===== src/rtl/ccvs_pkg.sv =====
package ccvs_pkg;

  // Field and register widths
  localparam int DIST_W        = 24;
  localparam int CFG_W         = 24;
  localparam int CFG_IDX_W     = 2;
  localparam int ANGLE_BITS    = 16;
  localparam int OUT_FRAC_BITS = 16;
  localparam int WEIGHT_W      = OUT_FRAC_BITS + 1;
  localparam int SLOPE_W       = OUT_FRAC_BITS + 10;
  localparam int OUT_DATA_W    = ((WEIGHT_W + SLOPE_W + 7) / 8) * 8;

  // Angle product: fraction of a quarter turn times pi in Q30
  localparam int XP_W = ANGLE_BITS + 31;
  // pi * inverse width in Q30
  localparam int K_W  = 40;

  // Register indexes on the write port
  localparam logic [CFG_IDX_W-1:0] CFG_CUTOFF  = 2'd0;
  localparam logic [CFG_IDX_W-1:0] CFG_WIDTH   = 2'd1;
  localparam logic [CFG_IDX_W-1:0] CFG_INVERSE = 2'd2;

  localparam logic [CFG_W-1:0] CUTOFF_RST  = 24'd1310720;
  localparam logic [CFG_W-1:0] WIDTH_RST   = 24'd262144;
  localparam logic [CFG_W-1:0] INVERSE_RST = 24'd65536;

  localparam logic [31:0] PI_Q30  = 32'd3373259426;
  localparam logic [31:0] ONE_Q30 = 32'h4000_0000;

  // Series terms, one per cell
  localparam int N_TERMS = 11;

  typedef logic [31:0]        term_t;
  typedef logic signed [33:0] sum_t;

  typedef enum logic [1:0] {
    REGION_BAND    = 2'd0,
    REGION_INSIDE  = 2'd1,
    REGION_OUTSIDE = 2'd2
  } region_t;

  // Sideband that travels with every item down the pipeline
  typedef struct packed {
    logic       valid;
    region_t    region;
    logic [1:0] quad;
  } ctrl_t;

  // Per-cell constants: sign of the term and the two divisors with reciprocals
  typedef struct packed {
    logic        sub;
    logic [8:0]  div_sin;
    logic [31:0] rcp_sin;
    logic [8:0]  div_cos;
    logic [31:0] rcp_cos;
  } cell_cfg_t;

  // Reciprocals are floor((2^33 - 1) / divisor); quotient is off by at most one
  localparam logic [63:0] RECIP_NUM = 64'h1_FFFF_FFFF;

  localparam logic [8:0] DIV_SIN [N_TERMS] = '{
    9'd6, 9'd20, 9'd42, 9'd72, 9'd110, 9'd156, 9'd210, 9'd272, 9'd342, 9'd420, 9'd506
  };
  localparam logic [8:0] DIV_COS [N_TERMS] = '{
    9'd2, 9'd12, 9'd30, 9'd56, 9'd90, 9'd132, 9'd182, 9'd240, 9'd306, 9'd380, 9'd462
  };
  localparam logic [31:0] RCP_SIN [N_TERMS] = '{
    32'(RECIP_NUM / 64'd6),   32'(RECIP_NUM / 64'd20),  32'(RECIP_NUM / 64'd42),
    32'(RECIP_NUM / 64'd72),  32'(RECIP_NUM / 64'd110), 32'(RECIP_NUM / 64'd156),
    32'(RECIP_NUM / 64'd210), 32'(RECIP_NUM / 64'd272), 32'(RECIP_NUM / 64'd342),
    32'(RECIP_NUM / 64'd420), 32'(RECIP_NUM / 64'd506)
  };
  localparam logic [31:0] RCP_COS [N_TERMS] = '{
    32'(RECIP_NUM / 64'd2),   32'(RECIP_NUM / 64'd12),  32'(RECIP_NUM / 64'd30),
    32'(RECIP_NUM / 64'd56),  32'(RECIP_NUM / 64'd90),  32'(RECIP_NUM / 64'd132),
    32'(RECIP_NUM / 64'd182), 32'(RECIP_NUM / 64'd240), 32'(RECIP_NUM / 64'd306),
    32'(RECIP_NUM / 64'd380), 32'(RECIP_NUM / 64'd462)
  };

  function automatic cell_cfg_t cell_cfg(input int idx);
    cell_cfg_t c;
    c.sub     = idx[0];
    c.div_sin = DIV_SIN[idx];
    c.rcp_sin = RCP_SIN[idx];
    c.div_cos = DIV_COS[idx];
    c.rcp_cos = RCP_COS[idx];
    return c;
  endfunction

endpackage


===== src/rtl/ccvs_front.sv =====
module ccvs_front (
  input  logic                         clk,
  input  logic                         rst,
  input  logic                         en,
  input  logic                         in_fire,
  input  logic [ccvs_pkg::DIST_W-1:0]  distance,
  input  logic [ccvs_pkg::CFG_W-1:0]   cutoff_distance,
  input  logic [ccvs_pkg::CFG_W-1:0]   transition_width,
  input  logic [ccvs_pkg::CFG_W-1:0]   inverse_width,
  output ccvs_pkg::ctrl_t              ctrl_out,
  output ccvs_pkg::term_t              x_out,
  output ccvs_pkg::term_t              x2_out
);
  import ccvs_pkg::*;

  logic signed [DIST_W+1:0] inner;
  logic signed [DIST_W+1:0] r_s;
  logic signed [DIST_W+1:0] d_full;
  region_t                  region;

  ctrl_t                    ctrl0, ctrl1, ctrl2, ctrl3;
  logic [DIST_W-1:0]        d0;
  logic [2*CFG_W-1:0]       prod;
  logic [2*CFG_W:0]         rnd;
  logic [ANGLE_BITS:0]      p1;
  logic [XP_W-1:0]          xp;
  logic [30:0]              x2r, x3;
  logic [61:0]              x2p;
  logic [31:0]              x2_3;

  // Classify the distance against the band
  always_comb begin
    inner  = $signed({2'b00, cutoff_distance}) - $signed({2'b00, transition_width});
    r_s    = $signed({2'b00, distance});
    d_full = r_s - inner;
    if (r_s <= inner) begin
      region = REGION_INSIDE;
    end else if (distance >= cutoff_distance) begin
      region = REGION_OUTSIDE;
    end else begin
      region = REGION_BAND;
    end
  end

  // Phase product with round half up to the angle grid
  always_comb begin
    prod = {{CFG_W{1'b0}}, d0} * {{DIST_W{1'b0}}, inverse_width};
    rnd  = {1'b0, prod} + ((2*CFG_W+1)'(1) << (33 - ANGLE_BITS));
  end

  // Rest angle in Q30 radians
  always_comb begin
    xp = XP_W'(p1[ANGLE_BITS-2:0]) * XP_W'(PI_Q30);
  end

  // Square of the rest angle
  always_comb begin
    x2p = {31'b0, x2r} * {31'b0, x2r};
  end

  always_ff @(posedge clk) begin
    if (rst) begin
      ctrl0 <= '0;
      ctrl1 <= '0;
      ctrl2 <= '0;
      ctrl3 <= '0;
    end else if (en) begin
      ctrl0 <= '{valid: in_fire, region: region, quad: 2'b00};
      ctrl1 <= ctrl0;
      ctrl2 <= '{valid: ctrl1.valid, region: ctrl1.region,
                 quad: p1[ANGLE_BITS:ANGLE_BITS-1]};
      ctrl3 <= ctrl2;
    end
  end

  always_ff @(posedge clk) begin
    if (en) begin
      d0   <= d_full[DIST_W-1:0];
      p1   <= rnd[34-ANGLE_BITS +: ANGLE_BITS+1];
      x2r  <= xp[ANGLE_BITS +: 31];
      x3   <= x2r;
      x2_3 <= x2p[61:30];
    end
  end

  assign ctrl_out = ctrl3;
  assign x_out    = {1'b0, x3};
  assign x2_out   = x2_3;

endmodule


===== config.mk =====
export PLATFORM = sky130hd
export DESIGN_NAME = ccvs_front
export DESIGN_NICKNAME = d
export VERILOG_FILES = /design/src/rtl/ccvs_pkg.sv /design/src/rtl/ccvs_front.sv
export SDC_FILE = /design/constraint.sdc
export NUM_CORES = 2
export LEC_CHECK = 0
export BUFFER_PORTS_ARGS = -buffer_cell sky130_fd_sc_hd__buf_2
export CAP_MARGIN = 5
export CORE_ASPECT_RATIO = 0.7
export CORE_MARGIN = 2
export CORE_UTILIZATION = 23
export CTS_BUF_LIST = sky130_fd_sc_hd__clkbuf_16
export DETAILED_ROUTE_END_ITERATION = 12
export SLEW_MARGIN = 10
export SYNTH_ARGS = -nofsm -noshare
export SYNTH_HDL_FRONTEND = slang
export SYNTH_SLANG_ARGS = --single-unit

===== constraint.sdc =====
create_clock -name clk -period 9.28 [get_ports clk]
set_input_delay 0.464 -clock clk [delete_from_list [all_inputs] [get_ports clk]]
set_output_delay 0.464 -clock clk [all_outputs]
set_load 0.05 [all_outputs]

# == Word-level counts from Yosys, hierarchy flattened ==
# Index checks and enable logic that the tools add are counted.
# word_totals
word_cells,25
reg_bits,151
output_inout_bits,69
in_bits,100
# op_classes
addsub,3
muxes,2
multipliers,3
order_cmp,2
# op_table
operator,n
multiplier 31 x 31 -> 62 bit,1
"multiplier 15 x 31 -> 46 bit, second input constant",1
"adder 35 x 18 -> 35 bit, second input constant",1
multiplier 24 x 24 -> 35 bit,1
<= comparator 25 bit,1
subtractor 24 x 24 -> 25 bit,1
>= comparator 24 bit,1
subtractor 24 bit,1
two-way mux 2 bit,2

# == Logic depth before layout (Yosys ltp) ==
# logic_depth
depth_word,3
mapped_depth,31

# == Worst setup path before layout ==
# OpenSTA, ideal clock, no wires.
# synth_timing
path_kind,reg2reg
start,register x2r[4]
end,"register x2_3[22] (netlist: x2_out[22]), data pin"
setup_time_ps,262
required_time_ps,9018
slack_ps,1924
t_arrival_ps,7094
stages_incl_launch_ff,30
synth_period_minus_slack_ps,7356
path_buffers,2
cell_sequence,edfxtp_1 clkbuf_1 clkbuf_1 nand2_1 fa_1 inv_1 fa_1 fa_1 inv_1 fa_1 inv_1 fa_1 inv_1 fa_1 inv_1 fa_1 inv_1 fa_1 inv_1 ha_1 a21oi_1 nor2_1 a211oi_1 o31ai_1 a221oi_2 a21oi_1 a21o_1 a21oi_1 o21bai_1 xor2_1
# synth_via
elab_chain_len,1
# synth_lines
element,line,text
"start, declared",ccvs_front.sv:27,"logic [30:0] x2r, x3;"
"start signal, assigned",ccvs_front.sv:80,x2r <= xp[ANGLE_BITS +: 31];
multiplier 31 x 31 -> 62 bit,ccvs_front.sv:58,"x2p = {31'b0, x2r} * {31'b0, x2r};"
named net x2p[52],ccvs_front.sv:28,logic [61:0] x2p;
"end signal, assigned",ccvs_front.sv:82,x2_3 <= x2p[61:30];
"end, declared",ccvs_front.sv:29,logic [31:0] x2_3;
# The timed path passes the listed nets, and every way through them passes these cells.
# A chain may end at the register's enable or synchronous reset.

# == Worst setup path in the final report ==
# layout_timing
start,register x2r[11]
end,"register x2_3[31] (netlist: x2_out[31]), data pin"
# Same word-level chain as after synthesis.

==> metrics.log <==
[metrics] area of the core: about 240000 um2
[metrics] antenna violations before repair: 4
[metrics] Fin. Hold Viols: 0
[metrics] WP data required: roughly 9.6 ns
[metrics] filler instances: roughly 25000
[metrics] Boundary Pins: 169
[metrics] post-synthesis area per instance: 9.638 um2
[metrics] fraction of layout instances using a drive strength above 1: between 5 and 6%
[metrics] worst hold slack across all endpoints: 0.1924 ns
[metrics] starting utilization of the core area: 23.12%
[metrics] Ys Warns: 0
[metrics] number of buffers created by CTS: 17
[metrics] overall die area: roughly 240000 um2
[metrics] max_slew headroom: between 10% and 20%
[metrics] FF+latch count, synth: around 150
[metrics] sum of negative setup slack: 0 ns
[metrics] area delta synth->final: 9.872%
[metrics] Final #Nets: 7847
[metrics] hold depth: 3
[metrics] Final Skew: between 0.02 and 0.025 ns
[metrics] remaining global-route overflow: 0
[metrics] clock transition at the register clock pins on the worst setup and hold paths after CTS: about 0.08 ns
[metrics] wire length per cell after detailed routing: 16.65 um
[metrics] first drt pass iteration count: 5
[metrics] clock insertion delay at the later pin of the skew report: 0.52 ns
[metrics] clock tree from TritonCTS: done
[metrics] setup fix buffers added after clock tree synthesis: 0
[metrics] root cell of the clock tree: sky130_fd_sc_hd__clkbuf_16
[metrics] reg-to-reg slack, setup: approximately 0.49 ns
[metrics] number of max-capacitance violations reported: 0
[metrics] min cycle time layout: around 9 ns
[metrics] share of the synthesized area in the top cell type: between 40 and 50%
[metrics] detailed-route via count: 37784
[metrics] number of buffers inserted by port buffering: about 170
[metrics] primary flip-flop cell chosen by synthesis mapping: sky130_fd_sc_hd__edfxtp_1
[metrics] number of instances in the synthesized netlist: 5727
[metrics] hold-critical path endpoint: ctrl0[4]
[metrics] Iteration-0 DRC Markers: about 2500
[metrics] TritonCTS Sinks: around 150
[metrics] met2 routing resource usage after global routing: about a fifth
[metrics] Critical R2R Launch: x2r[11]
[metrics] result of the run: finished clean
[metrics] crit end category: flop
[metrics] Fmax achieved: 113.7 MHz
[metrics] RSZ-0062 raised after global routing: no
[metrics] Worst Path Max Fanout: 22
[metrics] end of the worst register-to-register path: x2_out[31]
[metrics] first-pass GRT wire length: 240.3 mm
[metrics] leading area contributor after synthesis: sky130_fd_sc_hd__fa_1
[metrics] gr busiest metal: met2
[metrics] share of synthesized flip-flops with an asynchronous set or reset: 0%
[metrics] most common cell after layout, fill and taps aside: sky130_fd_sc_hd__inv_1
[metrics] number of nets in the synthesized netlist: about 7800
[metrics] maximum number of buffers from clock root to sink: 2
[metrics] arrival time at the worst endpoint: 9.07 ns
[metrics] hold_sp: in_fire
[metrics] # resized after CTS: 0
[metrics] total routing resource utilization after global routing: between 10% and 20%
[metrics] Least-Margin Pin Slew: around 1.2 ns
[metrics] post-synthesis sequential area ratio: under 10%
[metrics] DRC violations left: 0
[metrics] vias in the first global route: 41789
[metrics] overall routed net length: about 150 mm
[metrics] count of pins over their slew limit: 0
[metrics] std cell rows: 150
[metrics] global-route track usage on met1: 18.35%
[metrics] number of hold buffers added after CTS: 0
[metrics] # setup viols final: 0
[metrics] highest-count cells in the layout ignoring fill and taps: sky130_fd_sc_hd__inv_1, sky130_fd_sc_hd__fa_1, sky130_fd_sc_hd__nand2_1, sky130_fd_sc_hd__ha_1, sky130_fd_sc_hd__and2_1
[metrics] post-synth cell types: 75
[metrics] count of flip-flops with a built-in enable after synthesis: between 100 and 150
[metrics] Vias/cell: 4.186
[metrics] most area-consuming cells after synthesis: sky130_fd_sc_hd__fa_1, sky130_fd_sc_hd__ha_1, sky130_fd_sc_hd__inv_1, sky130_fd_sc_hd__edfxtp_1, sky130_fd_sc_hd__nand2_1
[metrics] chip width: a little under 600 um
[metrics] R2R depth: 22
[metrics] Final period util: a little over nine tenths
[metrics] Setup crit start kind: flop
[metrics] DP Wirelength: 128.3 mm
[metrics] start-to-end type of the worst setup path: reg -> reg
[metrics] number of nets with antenna violations after detailed routing: 0
[metrics] type of the worst min-delay path: in -> reg
[metrics] Synth Cell Area: ~55000 um2
[metrics] htree depth: 4
[metrics] largest net degree at the start of global routing: 59
[metrics] global-route met3 utilization: 2.242%
[metrics] overall die height: between 400 and 500 um
[metrics] final weighted congestion in routability-driven placement: just over 0.9
==> how the worst max path moves through the flow <==
stage / start / endpoint / slack, ns / cells after the start
6_report: x2r[11] / x2_out[31] / 0.49 / 22
5_1_grt: x2r[16] / x2_out[31] / 0.24 / 23
4_1_cts: x2r[16] / x2_out[31] / 0.60 / 23
3_5_place_dp: x2r[16] / x2_out[31] / 0.64 / 23
3_3_place_gp: x2r[16] / x2_out[31] / 0.66 / 23
2_1_floorplan: x2r[4] / x2_out[22] / 1.92 / 29
==> final cells by class <==
type | count | area (um2) | area share (%)
Multi-Input combinational cell | 3763 | 44010 | 72.57
Antenna cell | 1 | 2.502 | 0.004126
Sequential cell | 151 | 4374 | 7.213
Clock buffer | 17 | 425.4 | 0.7015
Tap cell | 3192 | 3994 | 6.586
Timing Repair Buffer | 259 | 1545 | 2.548
Clock inverter | 15 | 177.7 | 0.2930
Inverter | 1629 | 6115 | 10.08
==> layer usage <==
layer	up-vias	wire (um)
met2	1159	66420
met4	4	1979
li1	17051	-
met1	19468	71420
met3	102	10420
met5	-	30
==> state kept, by name, indices dropped and copies added, names as in the netlist <==
name      count
x2r          31
p1           17
x2_out       32
x3           31
d0           24
ctrl1         3
ctrl0         3
ctrl_out      5
ctrl2         5
==> cell families (layout without fill, tap and decap cells) <==
family,Yosys count,in the layout,synth area share (%)
flops,151,151,7.925
mux,18,18,0.3287
compound gates,376,376,4.658
fa+ha+maj,1926,1926,61.24
simple gates,1280,1280,10.93
xor+xnor,162,162,2.571
other cells,1,2,0.006794
buf+inv,1813,1920,12.34
==> synth_stat cells (all sizes together) (16+ instances only) <==
cell type and number:
a21o 62, a21oi 121, and2 355, clkbuf 179, dfxtp 16, edfxtp 135, fa 1293, ha 633
inv 1629, mux2i 17, nand2 654, nand2b 20, nand3 26, nand4 19, nor2 119, nor2b 26
nor3 26, o21a 24, o21ai 62, xnor2 106, xor2 56
==> critical path: stages (launching register included) <==
cell,delay [ns]
sky130_fd_sc_hd__edfxtp_1,1.17
sky130_fd_sc_hd__and2_1,0.34
sky130_fd_sc_hd__fa_1,0.46
sky130_fd_sc_hd__fa_1,0.49
sky130_fd_sc_hd__inv_1,0.06
sky130_fd_sc_hd__fa_1,0.50
sky130_fd_sc_hd__fa_1,0.52
sky130_fd_sc_hd__inv_1,0.05
sky130_fd_sc_hd__fa_1,0.55
sky130_fd_sc_hd__fa_1,0.43
sky130_fd_sc_hd__fa_1,0.51
sky130_fd_sc_hd__fa_1,0.42
sky130_fd_sc_hd__ha_1,0.41
sky130_fd_sc_hd__nand2_1,0.12
sky130_fd_sc_hd__o211ai_1,0.19
sky130_fd_sc_hd__nor2_1,0.08
sky130_fd_sc_hd__a2111oi_0,0.74
sky130_fd_sc_hd__o22ai_1,0.30
sky130_fd_sc_hd__o21a_2,0.32
sky130_fd_sc_hd__o31ai_2,0.42
sky130_fd_sc_hd__a211o_1,0.24
sky130_fd_sc_hd__a21oi_2,0.07
sky130_fd_sc_hd__xnor2_1,0.12
==> metrics by stage <==
| stage | cell area [um2] | utilization (%) | setup WS (ns) | std cells |
|---|---|---|---|---|
| after detailed placement | 60040 | 25.15 | 0.6412 | 8994 |
| after global placement | 60040 | 25.15 | 0.6600 | 8994 |
| final | 60650 | 25.40 | 0.4856 | 9027 |
| after global routing | 60640 | 25.40 | 0.2371 | 9026 |
| after CTS | 60640 | 25.40 | 0.6027 | 9026 |
| after floorplan | 55200 | - | 1.924 | 5727 |
Power is not shown: default switching activity piles up to over one toggle a cycle in this logic, so the estimate is an artifact.
