### config.mk
export PLATFORM = sky130hd
export DESIGN_NAME = ccvs_back
export DESIGN_NICKNAME = d
export VERILOG_FILES = /design/src/rtl/ccvs_pkg.sv /design/src/rtl/ccvs_back.sv
export SDC_FILE = /design/constraint.sdc
export NUM_CORES = 2
export LEC_CHECK = 0
export BUFFER_PORTS_ARGS = -buffer_cell sky130_fd_sc_hd__clkbuf_2
export CAP_MARGIN = 0
export CORE_MARGIN = 5
export CORE_UTILIZATION = 29
export CTS_CLUSTER_SIZE = 28
export DETAILED_ROUTE_END_ITERATION = 8
export HOLD_SLACK_MARGIN = 0.03
export SKIP_CTS_REPAIR_TIMING = 1
export SLEW_MARGIN = 30
export SYNTH_ARGS = -nofsm -noshare
export SYNTH_HDL_FRONTEND = slang
export SYNTH_SLANG_ARGS = --single-unit
### constraint.sdc
create_clock -name clk -period 9.5 [get_ports clk]
set_input_delay 1.425 -clock clk [delete_from_list [all_inputs] [get_ports clk]]
set_output_delay 1.425 -clock clk [all_outputs]
set_load 0.05 [all_outputs]
### src/rtl/ccvs_pkg.sv
package ccvs_pkg;

  // Field and register widths
  localparam int DIST_W        = 24;
  localparam int CFG_W         = 24;
  localparam int CFG_IDX_W     = 2;
  localparam int ANGLE_BITS    = 16;
  localparam int OUT_FRAC_BITS = 16;
  localparam int WEIGHT_W      = OUT_FRAC_BITS + 1;
  localparam int SLOPE_W       = OUT_FRAC_BITS + 10;
  localparam int OUT_DATA_W    = ((WEIGHT_W + SLOPE_W + 7) / 8) * 8;

  // Angle product: fraction of a quarter turn times pi in Q30
  localparam int XP_W = ANGLE_BITS + 31;
  // pi * inverse width in Q30
  localparam int K_W  = 40;

  // Register indexes on the write port
  localparam logic [CFG_IDX_W-1:0] CFG_CUTOFF  = 2'd0;
  localparam logic [CFG_IDX_W-1:0] CFG_WIDTH   = 2'd1;
  localparam logic [CFG_IDX_W-1:0] CFG_INVERSE = 2'd2;

  localparam logic [CFG_W-1:0] CUTOFF_RST  = 24'd1310720;
  localparam logic [CFG_W-1:0] WIDTH_RST   = 24'd262144;
  localparam logic [CFG_W-1:0] INVERSE_RST = 24'd65536;

  localparam logic [31:0] PI_Q30  = 32'd3373259426;
  localparam logic [31:0] ONE_Q30 = 32'h4000_0000;

  // Series terms, one per cell
  localparam int N_TERMS = 11;

  typedef logic [31:0]        term_t;
  typedef logic signed [33:0] sum_t;

  typedef enum logic [1:0] {
    REGION_BAND    = 2'd0,
    REGION_INSIDE  = 2'd1,
    REGION_OUTSIDE = 2'd2
  } region_t;

  // Sideband that travels with every item down the pipeline
  typedef struct packed {
    logic       valid;
    region_t    region;
    logic [1:0] quad;
  } ctrl_t;

  // Per-cell constants: sign of the term and the two divisors with reciprocals
  typedef struct packed {
    logic        sub;
    logic [8:0]  div_sin;
    logic [31:0] rcp_sin;
    logic [8:0]  div_cos;
    logic [31:0] rcp_cos;
  } cell_cfg_t;

  // Reciprocals are floor((2^33 - 1) / divisor); quotient is off by at most one
  localparam logic [63:0] RECIP_NUM = 64'h1_FFFF_FFFF;

  localparam logic [8:0] DIV_SIN [N_TERMS] = '{
    9'd6, 9'd20, 9'd42, 9'd72, 9'd110, 9'd156, 9'd210, 9'd272, 9'd342, 9'd420, 9'd506
  };
  localparam logic [8:0] DIV_COS [N_TERMS] = '{
    9'd2, 9'd12, 9'd30, 9'd56, 9'd90, 9'd132, 9'd182, 9'd240, 9'd306, 9'd380, 9'd462
  };
  localparam logic [31:0] RCP_SIN [N_TERMS] = '{
    32'(RECIP_NUM / 64'd6),   32'(RECIP_NUM / 64'd20),  32'(RECIP_NUM / 64'd42),
    32'(RECIP_NUM / 64'd72),  32'(RECIP_NUM / 64'd110), 32'(RECIP_NUM / 64'd156),
    32'(RECIP_NUM / 64'd210), 32'(RECIP_NUM / 64'd272), 32'(RECIP_NUM / 64'd342),
    32'(RECIP_NUM / 64'd420), 32'(RECIP_NUM / 64'd506)
  };
  localparam logic [31:0] RCP_COS [N_TERMS] = '{
    32'(RECIP_NUM / 64'd2),   32'(RECIP_NUM / 64'd12),  32'(RECIP_NUM / 64'd30),
    32'(RECIP_NUM / 64'd56),  32'(RECIP_NUM / 64'd90),  32'(RECIP_NUM / 64'd132),
    32'(RECIP_NUM / 64'd182), 32'(RECIP_NUM / 64'd240), 32'(RECIP_NUM / 64'd306),
    32'(RECIP_NUM / 64'd380), 32'(RECIP_NUM / 64'd462)
  };

  function automatic cell_cfg_t cell_cfg(input int idx);
    cell_cfg_t c;
    c.sub     = idx[0];
    c.div_sin = DIV_SIN[idx];
    c.rcp_sin = RCP_SIN[idx];
    c.div_cos = DIV_COS[idx];
    c.rcp_cos = RCP_COS[idx];
    return c;
  endfunction

endpackage

### src/rtl/ccvs_back.sv
module ccvs_back (
  input  logic                                clk,
  input  logic                                rst,
  input  logic                                en,
  input  ccvs_pkg::ctrl_t                     ctrl_in,
  input  ccvs_pkg::sum_t                      ss_in,
  input  ccvs_pkg::sum_t                      cs_in,
  input  logic [ccvs_pkg::K_W-1:0]            k,
  output logic                                out_valid,
  output logic [ccvs_pkg::WEIGHT_W-1:0]       weight,
  output logic signed [ccvs_pkg::SLOPE_W-1:0] slope
);
  import ccvs_pkg::*;

  localparam sum_t SUM_ONE = 34'sd1073741824;
  localparam logic [SLOPE_W:0]   MAG_CAP = {2'b01, {(SLOPE_W-1){1'b0}}};
  localparam logic [SLOPE_W-1:0] SMAX    = {1'b0, {(SLOPE_W-1){1'b1}}};
  localparam logic [WEIGHT_W-1:0] W_ONE  = {1'b1, {OUT_FRAC_BITS{1'b0}}};

  sum_t               ss_c, cs_c;
  logic signed [31:0] s0, c0, sn, cn;
  logic [31:0]        wsum;
  logic [30:0]        smag, srnd;

  ctrl_t               ctrl1, ctrl2;
  logic [WEIGHT_W-1:0] w1, w2;
  logic [24:0]         s24;
  logic                neg1, neg2;
  logic [44:0]         ph, pl;

  logic [65:0]         total;
  logic [SLOPE_W:0]    m_full;
  logic [SLOPE_W-1:0]  mag;
  logic [SLOPE_W-1:0]  sv;
  logic [WEIGHT_W-1:0] w_sel;
  logic [SLOPE_W-1:0]  s_sel;

  // Clamp the sums and rotate by the quadrant
  always_comb begin
    ss_c = (ss_in > SUM_ONE) ? SUM_ONE : ((ss_in < -SUM_ONE) ? -SUM_ONE : ss_in);
    cs_c = (cs_in > SUM_ONE) ? SUM_ONE : ((cs_in < -SUM_ONE) ? -SUM_ONE : cs_in);
    s0   = ss_c[31:0];
    c0   = cs_c[31:0];
    case (ctrl_in.quad)
      2'd0: begin
        sn = s0;
        cn = c0;
      end
      2'd1: begin
        sn = c0;
        cn = -s0;
      end
      2'd2: begin
        sn = -s0;
        cn = -c0;
      end
      2'd3: begin
        sn = -c0;
        cn = s0;
      end
      default: begin
        sn = s0;
        cn = c0;
      end
    endcase
    wsum = $unsigned(cn) + ONE_Q30 + (32'd1 << (30 - OUT_FRAC_BITS));
    smag = sn[31] ? 31'(-sn) : 31'(sn);
    srnd = smag + 31'd32;
  end

  // Round the magnitude and saturate the slope
  always_comb begin
    total  = {1'b0, ph, 20'b0} + {21'b0, pl} + (66'd1 << (54 - OUT_FRAC_BITS));
    m_full = total[65:55-OUT_FRAC_BITS];
    mag    = (m_full > MAG_CAP) ? MAG_CAP[SLOPE_W-1:0] : m_full[SLOPE_W-1:0];
    if (neg2) begin
      sv = (mag > SMAX) ? SMAX : mag;
    end else begin
      sv = -mag;
    end
  end

  // Pick the result by region
  always_comb begin
    case (ctrl2.region)
      REGION_INSIDE: begin
        w_sel = W_ONE;
        s_sel = '0;
      end
      REGION_OUTSIDE: begin
        w_sel = '0;
        s_sel = '0;
      end
      REGION_BAND: begin
        w_sel = w2;
        s_sel = sv;
      end
      default: begin
        w_sel = '0;
        s_sel = '0;
      end
    endcase
  end

  always_ff @(posedge clk) begin
    if (rst) begin
      ctrl1     <= '0;
      ctrl2     <= '0;
      out_valid <= 1'b0;
    end else if (en) begin
      ctrl1     <= ctrl_in;
      ctrl2     <= ctrl1;
      out_valid <= ctrl2.valid;
    end
  end

  always_ff @(posedge clk) begin
    if (en) begin
      w1     <= wsum[31-OUT_FRAC_BITS +: WEIGHT_W];
      s24    <= srnd[30:6];
      neg1   <= sn[31];
      w2     <= w1;
      neg2   <= neg1;
      ph     <= {25'b0, k[K_W-1:20]} * {20'b0, s24};
      pl     <= {25'b0, k[19:0]} * {20'b0, s24};
      weight <= w_sel;
      slope  <= s_sel;
    end
  end

endmodule

# --- After elaboration in Yosys (flattened, before gate mapping) ---
# Index checks and enable logic that the tools add are counted.
classes:
  muxes: 11
  multipliers: 2
  n_shift: 0
  n_reduce_logical: 2
  eq_ne: 4
  div_mod_pow: 0
  order_cmp: 6
  add_sub_neg: 9
  bitwise: 0
ops:
  columns: ["operator", "n"]
  rows:
  - ["32-bit one-hot mux with 4 select lines", 2]
  - ["32-bit 2-to-1 mux", 4]
  - ["20-bit by 25-bit multiplier with 45-bit output", 2]
  - ["26-bit 2-to-1 mux", 3]
  - ["34-bit by 32-bit > comparator with 1-bit output (second input constant)", 2]
  - ["34-bit by 31-bit < comparator with 1-bit output (second input constant)", 2]
  - ["65-bit by 45-bit adder with 66-bit output", 1]
  - ["66-bit by 39-bit adder with 66-bit output (second input constant)", 1]
  - ["32-bit negator", 2]
  - ["17-bit one-hot mux with 2 select lines", 1]
  - ["32-bit by 15-bit adder with 32-bit output (second input constant)", 1]
  - ["32-bit by 31-bit adder with 32-bit output (second input constant)", 1]
  - ["31-bit by 6-bit adder with 31-bit output (second input constant)", 1]
  - ["31-bit 2-to-1 mux", 1]
  - ["31-bit negator", 1]
  - ["27-bit by 26-bit > comparator with 1-bit output (second input constant)", 1]
  - ["26-bit by 25-bit > comparator with 1-bit output (second input constant)", 1]
  - ["26-bit negator", 1]
  - ["2-bit by 1-bit == test with 1-bit output (second input constant)", 2]
  - ["2-bit == test (second input constant)", 2]
  - ["2-bit zero test", 2]
word_totals:
  rom_bits: 0
  mem_bits_rw: 0
  n_memories: 0
  wordCells: 48
  reg_bits: 201
  inputBits: 116
  latch_bits: 0

# --- Logic depth before layout (Yosys ltp) ---
logic_depth:
  ltp_word: 8
  ltp_mapped: 31
  mapped_depth_nobuf: 30

# --- Worst setup path after synthesis ---
# Ideal clock, no wire load.
synth_path:
  path_type: "input-to-reg"
  from: "input k[39] in the netlist's numbering"
  to: "register ph[44] (data pin)"
  arrival_ns: 8.608
  cell_stages: 26
  setup_slack_ns: 0.632
  t_required_ns: 9.240
  path_buffers: 1
  setup_time_ns: 0.260
  cell_sequence: "clkbuf_1 nand2_1 fa_1 fa_1 inv_1 fa_1 fa_1 fa_1 fa_1 inv_1 fa_1 inv_1 ha_1 a21o_1 a21o_1 or4_1 a211oi_1 o31ai_1 a221o_1 nand3_1 a21oi_1 o41a_1 a22o_1 a21o_1 a21oi_1 xnor2_1"
synth_via:
  elab_chain_cells: 1
synth_rtl:
  columns: ["element", "line_no", "source"]
  rows:
  - ["start: declaration", "ccvs_back.sv:8", "input logic [ccvs_pkg::K_W-1:0] k,"]
  - ["20-bit by 25-bit multiplier with 45-bit output", "ccvs_back.sv:124", "ph <= {25'b0, k[K_W-1:20]} * {20'b0, s24};"]
  - ["end signal: assignment", "ccvs_back.sv:124", null]
  - ["end: declaration", "ccvs_back.sv:29", "logic [44:0] ph, pl;"]
# No other way between the ends.
# A chain may end at the register's enable or synchronous reset.

# --- Worst setup path after layout ---
layout_path:
  from: "input k[33] in the netlist's numbering"
  to: "register ph[44] (data pin)"
# Same word-level chain as after synthesis.

==> impl_metrics.py <==
metrics = {
    "setup_path": {
        "cp_max_fo": 18,
        "cpMaxStageDelayCell": "fa_1",
        "required_ns": 9.74,
        "r2r-start": "s24[4]$_DFFE_PP_",
        "path_class": "input pin to flip-flop",
        "critPathCaptureType": "flip-flop",
        "reg2regPathDepth": 27,
        "cp_top_family": "adder cells",
        "cp.buffers_inverters": 6,
        "setup.worst_path.start_class": "input pin",
        "critPathMaxStageDelay_ns": 0.57,
        "cp.depth": 27,
        "cpMostUsedCell": "fa_1",
        "r2r_slack_ns": 0.67,
        "critPathArrivalTime_ns": 9.25,
        "r2r_end": "ph[44]$_DFFE_PP_",
    },
    "flow_run": {
        "cap_violations": 0,
    },
    "clock_tree": {
        "clockRootBuffer": "clkbuf_16",
        "cts.sinks": 181,
        "cts_buffer_depth": 2,
        "htreeDepth": 4,
        "cts_tree": "built",
        "insertion_delay_ns": 0.51,
        "tritoncts.num_buffers": 17,
        "clkSlewWorstSetupHoldPaths_ns": 0.08,
    },
    "sta": {
        "worst_pin_slew_ns": 0.987,
        "fin_crit_sh_pct": 94.8,
        "slew_viol_final": 0,
        "hold_viol": 0,
        "fin_setup_tns_ns": 0,
        "period_needed_ns": 9.01,
        "finalSetupViolCount": 0,
        "max_freq_ghz": 0.111,
        "rsz0062_at_grt": "false",
        "fin_skew_ns": 0.0230,
        "relSlewSlack_pct": 33.8,
    },
    "route": {
        "final_antenna_net_count": 0,
        "vias_per_cell": 4.85,
        "via_count": 34200,
        "drc": 0,
        "wirelength_um": 133000,
        "first_pass_iters": 5,
        "drt_iter0_drc": 2278,
        "routedWlPerCell_um": 18.9,
    },
    "grt": {
        "antenna_found_initial": 14,
        "grt_pass1_vias": 36300,
        "grt_max_degree": 79,
        "grt_remaining_overflow": 0,
        "grtUsageTotal_pct": 16.6,
        "grt_pass1_wl_um": 211000,
    },
    "finish": {
        "nFillCells": 15900,
        "area_growth_pct": 8.64,
        "multi_input_area_mm2": 0.0349,
        "nets": 6289,
        "drive_gt1_share_pct": 7.13,
        "regArea_mm2": 0.00537,
    },
    "placement": {
        "post-dp-hpwl_um": 106000,
        "gp_congestion": 0.900,
        "portBuffers": 159,
    },
    "hold_path": {
        "hp-class": "flip-flop to flip-flop",
        "hold_path_end": "w2[11]$_DFFE_PP_",
        "hold_start": "w1[11]$_DFFE_PP_",
        "min_path_cells": 0,
    },
    "floorplan": {
        "initial_utilization_pct": 29.2,
        "placementRows": 143,
        "coreArea_mm2": 0.152,
        "die-area_mm2": 0.162,
        "die_h_um": 402,
        "ioPinCount": 160,
        "fp.dieW_um": 402,
    },
    "outcome": {
        "outcome": "finished, final reports clean",
    },
    "synth": {
        "synth_seq_cells": 181,
        "yosysSeqAreaShare_pct": 12.0,
        "synthFlopType": "edfxtp_1",
        "async_reset_ff_share_pct": 0,
        "synth.most_common_cell": "inv_1",
        "syn_inst": 4953,
        "synth_edf_count": 174,
        "yosysTopAreaCellShare_pct": 36.8,
        "syn_nets": 6249,
        "yosysWarningCount": 0,
        "netlist_top_cells_count": "inv_1 (910), fa_1 (819), nand2_1 (715)",
        "syn_area_mm2": 0.0446,
        "synth.avg_cell_area_um2": 9.00,
        "synthTopCellsByArea": "fa_1 (37%), edfxtp_1 (12%), ha_1 (10%)",
        "synth_cell_types": 99,
        "synth_largest_area_cell": "fa_1",
    },
}
[cells in the final DEF, fill, tap and decap left out, drive strengths merged, types with 9 or more instances in the layout]
master / n
inv: 915
fa: 819
nand2: 716
and2: 492
ha: 361
clkbuf: 176
edfxtp: 174
nor2: 152
a21oi: 147
xnor2: 126
buf: 108
o21ai: 103
xor2: 66
nor3: 58
a21o: 51
nand3: 51
nand4: 31
a211oi: 30
o21a: 25
nand2b: 25
a31oi: 25
nor4: 23
mux2i: 22
and3: 21
or3: 21
nor2b: 20
or2: 17
o211ai: 15
or4: 15
o22ai: 14
and4: 12
o31ai: 12
o2111ai: 12
diode: 9
nand3b: 9
[sequential cells by signal, summed over array words and instances, names as in the netlist]
| name | flops |
|---|---|
| ph | 45 |
| ctrl2 | 3 |
| s24 | 25 |
| pl | 25 |
| w2 | 17 |
| neg1 | 1 |
| neg2 | 1 |
| weight | 17 |
| slope | 26 |
| w1 | 17 |
| out_valid | 1 |
| ctrl1 | 3 |
[worst register-to-register path, cell delays in order (launching register included)]
cell and delay, ns:
edfxtp_1 0.77, and2_1 0.32, fa_1 0.55, inv_1 0.11, fa_1 0.51, inv_1 0.09, fa_1 0.53, fa_1 0.52
fa_1 0.52, fa_1 0.55, inv_1 0.05, fa_1 0.53, inv_1 0.04, ha_1 0.31, a21o_1 0.17, a21o_1 0.25
or4_1 0.50, a211oi_2 0.34, o31ai_1 0.14, buf_4 0.16, a221o_1 0.33, nand3_1 0.11, a21oi_1 0.09, o41a_1 0.40
a22o_1 0.27, a21o_1 0.18, a21oi_1 0.16, xnor2_1 0.09
[cell type report]
class | instances | share of cell area, %
antenna | 9 | 0.0465
clock buffer | 17 | 0.878
clock inverter | 14 | 0.338
inverter | 910 | 7.05
multi-input combinational | 3616 | 72.0
sequential | 181 | 11.1
tap | 2030 | 5.24
timing repair buffer | 267 | 3.39
[logic make-up (layout without fill, tap and decap cells)]
| logic type | count (synthesis) | after routing | synth area share [%] |
|---|---|---|---|
| muxes | 25 | 25 | 0.570 |
| AOI/OAI and AO/OA | 536 | 536 | 8.00 |
| DFF | 181 | 181 | 12.0 |
| other | 0 | 9 | 0 |
| adders and majority gates | 1182 | 1182 | 46.9 |
| buffers and inverters | 1156 | 1208 | 9.79 |
| and+or+nand+nor | 1681 | 1681 | 18.9 |
| xor gates and xnor gates | 192 | 192 | 3.79 |
[layer usage]
layer | global-route usage [%] | vias to the layer above | share of wire (%)
li1 | - | 15600 | -
met2 | 27.5 | 1042 | 47
met5 | 0 | - | 0.030
met4 | 4.46 | 6 | 2.6
met3 | 3.13 | 176 | 6.5
met1 | 22.2 | 17400 | 44
[how the worst max path moves through the flow]
stage	start	end
global route	k[33]	ph[44]$_DFFE_PP_
global placement	k[33]	ph[44]$_DFFE_PP_
detailed placement	k[33]	ph[44]$_DFFE_PP_
floorplan	k[39]	ph[44]$_DFFE_PP_
CTS	k[33]	ph[44]$_DFFE_PP_
finish	k[33]	ph[44]$_DFFE_PP_
[through the flow]
step / utilization (%) / hold slack (ns) / area (µm²) / std cells / setup WS (ns)
after global placement: 31.4 / 0.404 / 47800 / 7004 / -0.162
after CTS: 31.8 / 0.421 / 48400 / 7035 / 0.340
after floorplan: - / 0.400 / 44600 / 4953 / 0.632
final: 31.8 / 0.422 / 48400 / 7044 / 0.493
after detailed placement: 31.4 / 0.405 / 47800 / 7004 / -0.190
after global routing: 31.8 / 0.430 / 48400 / 7036 / 0.128
Power is left out: the tool's default activity adds up to more than one toggle a clock period on the data nets, which glitch-free logic cannot reach.
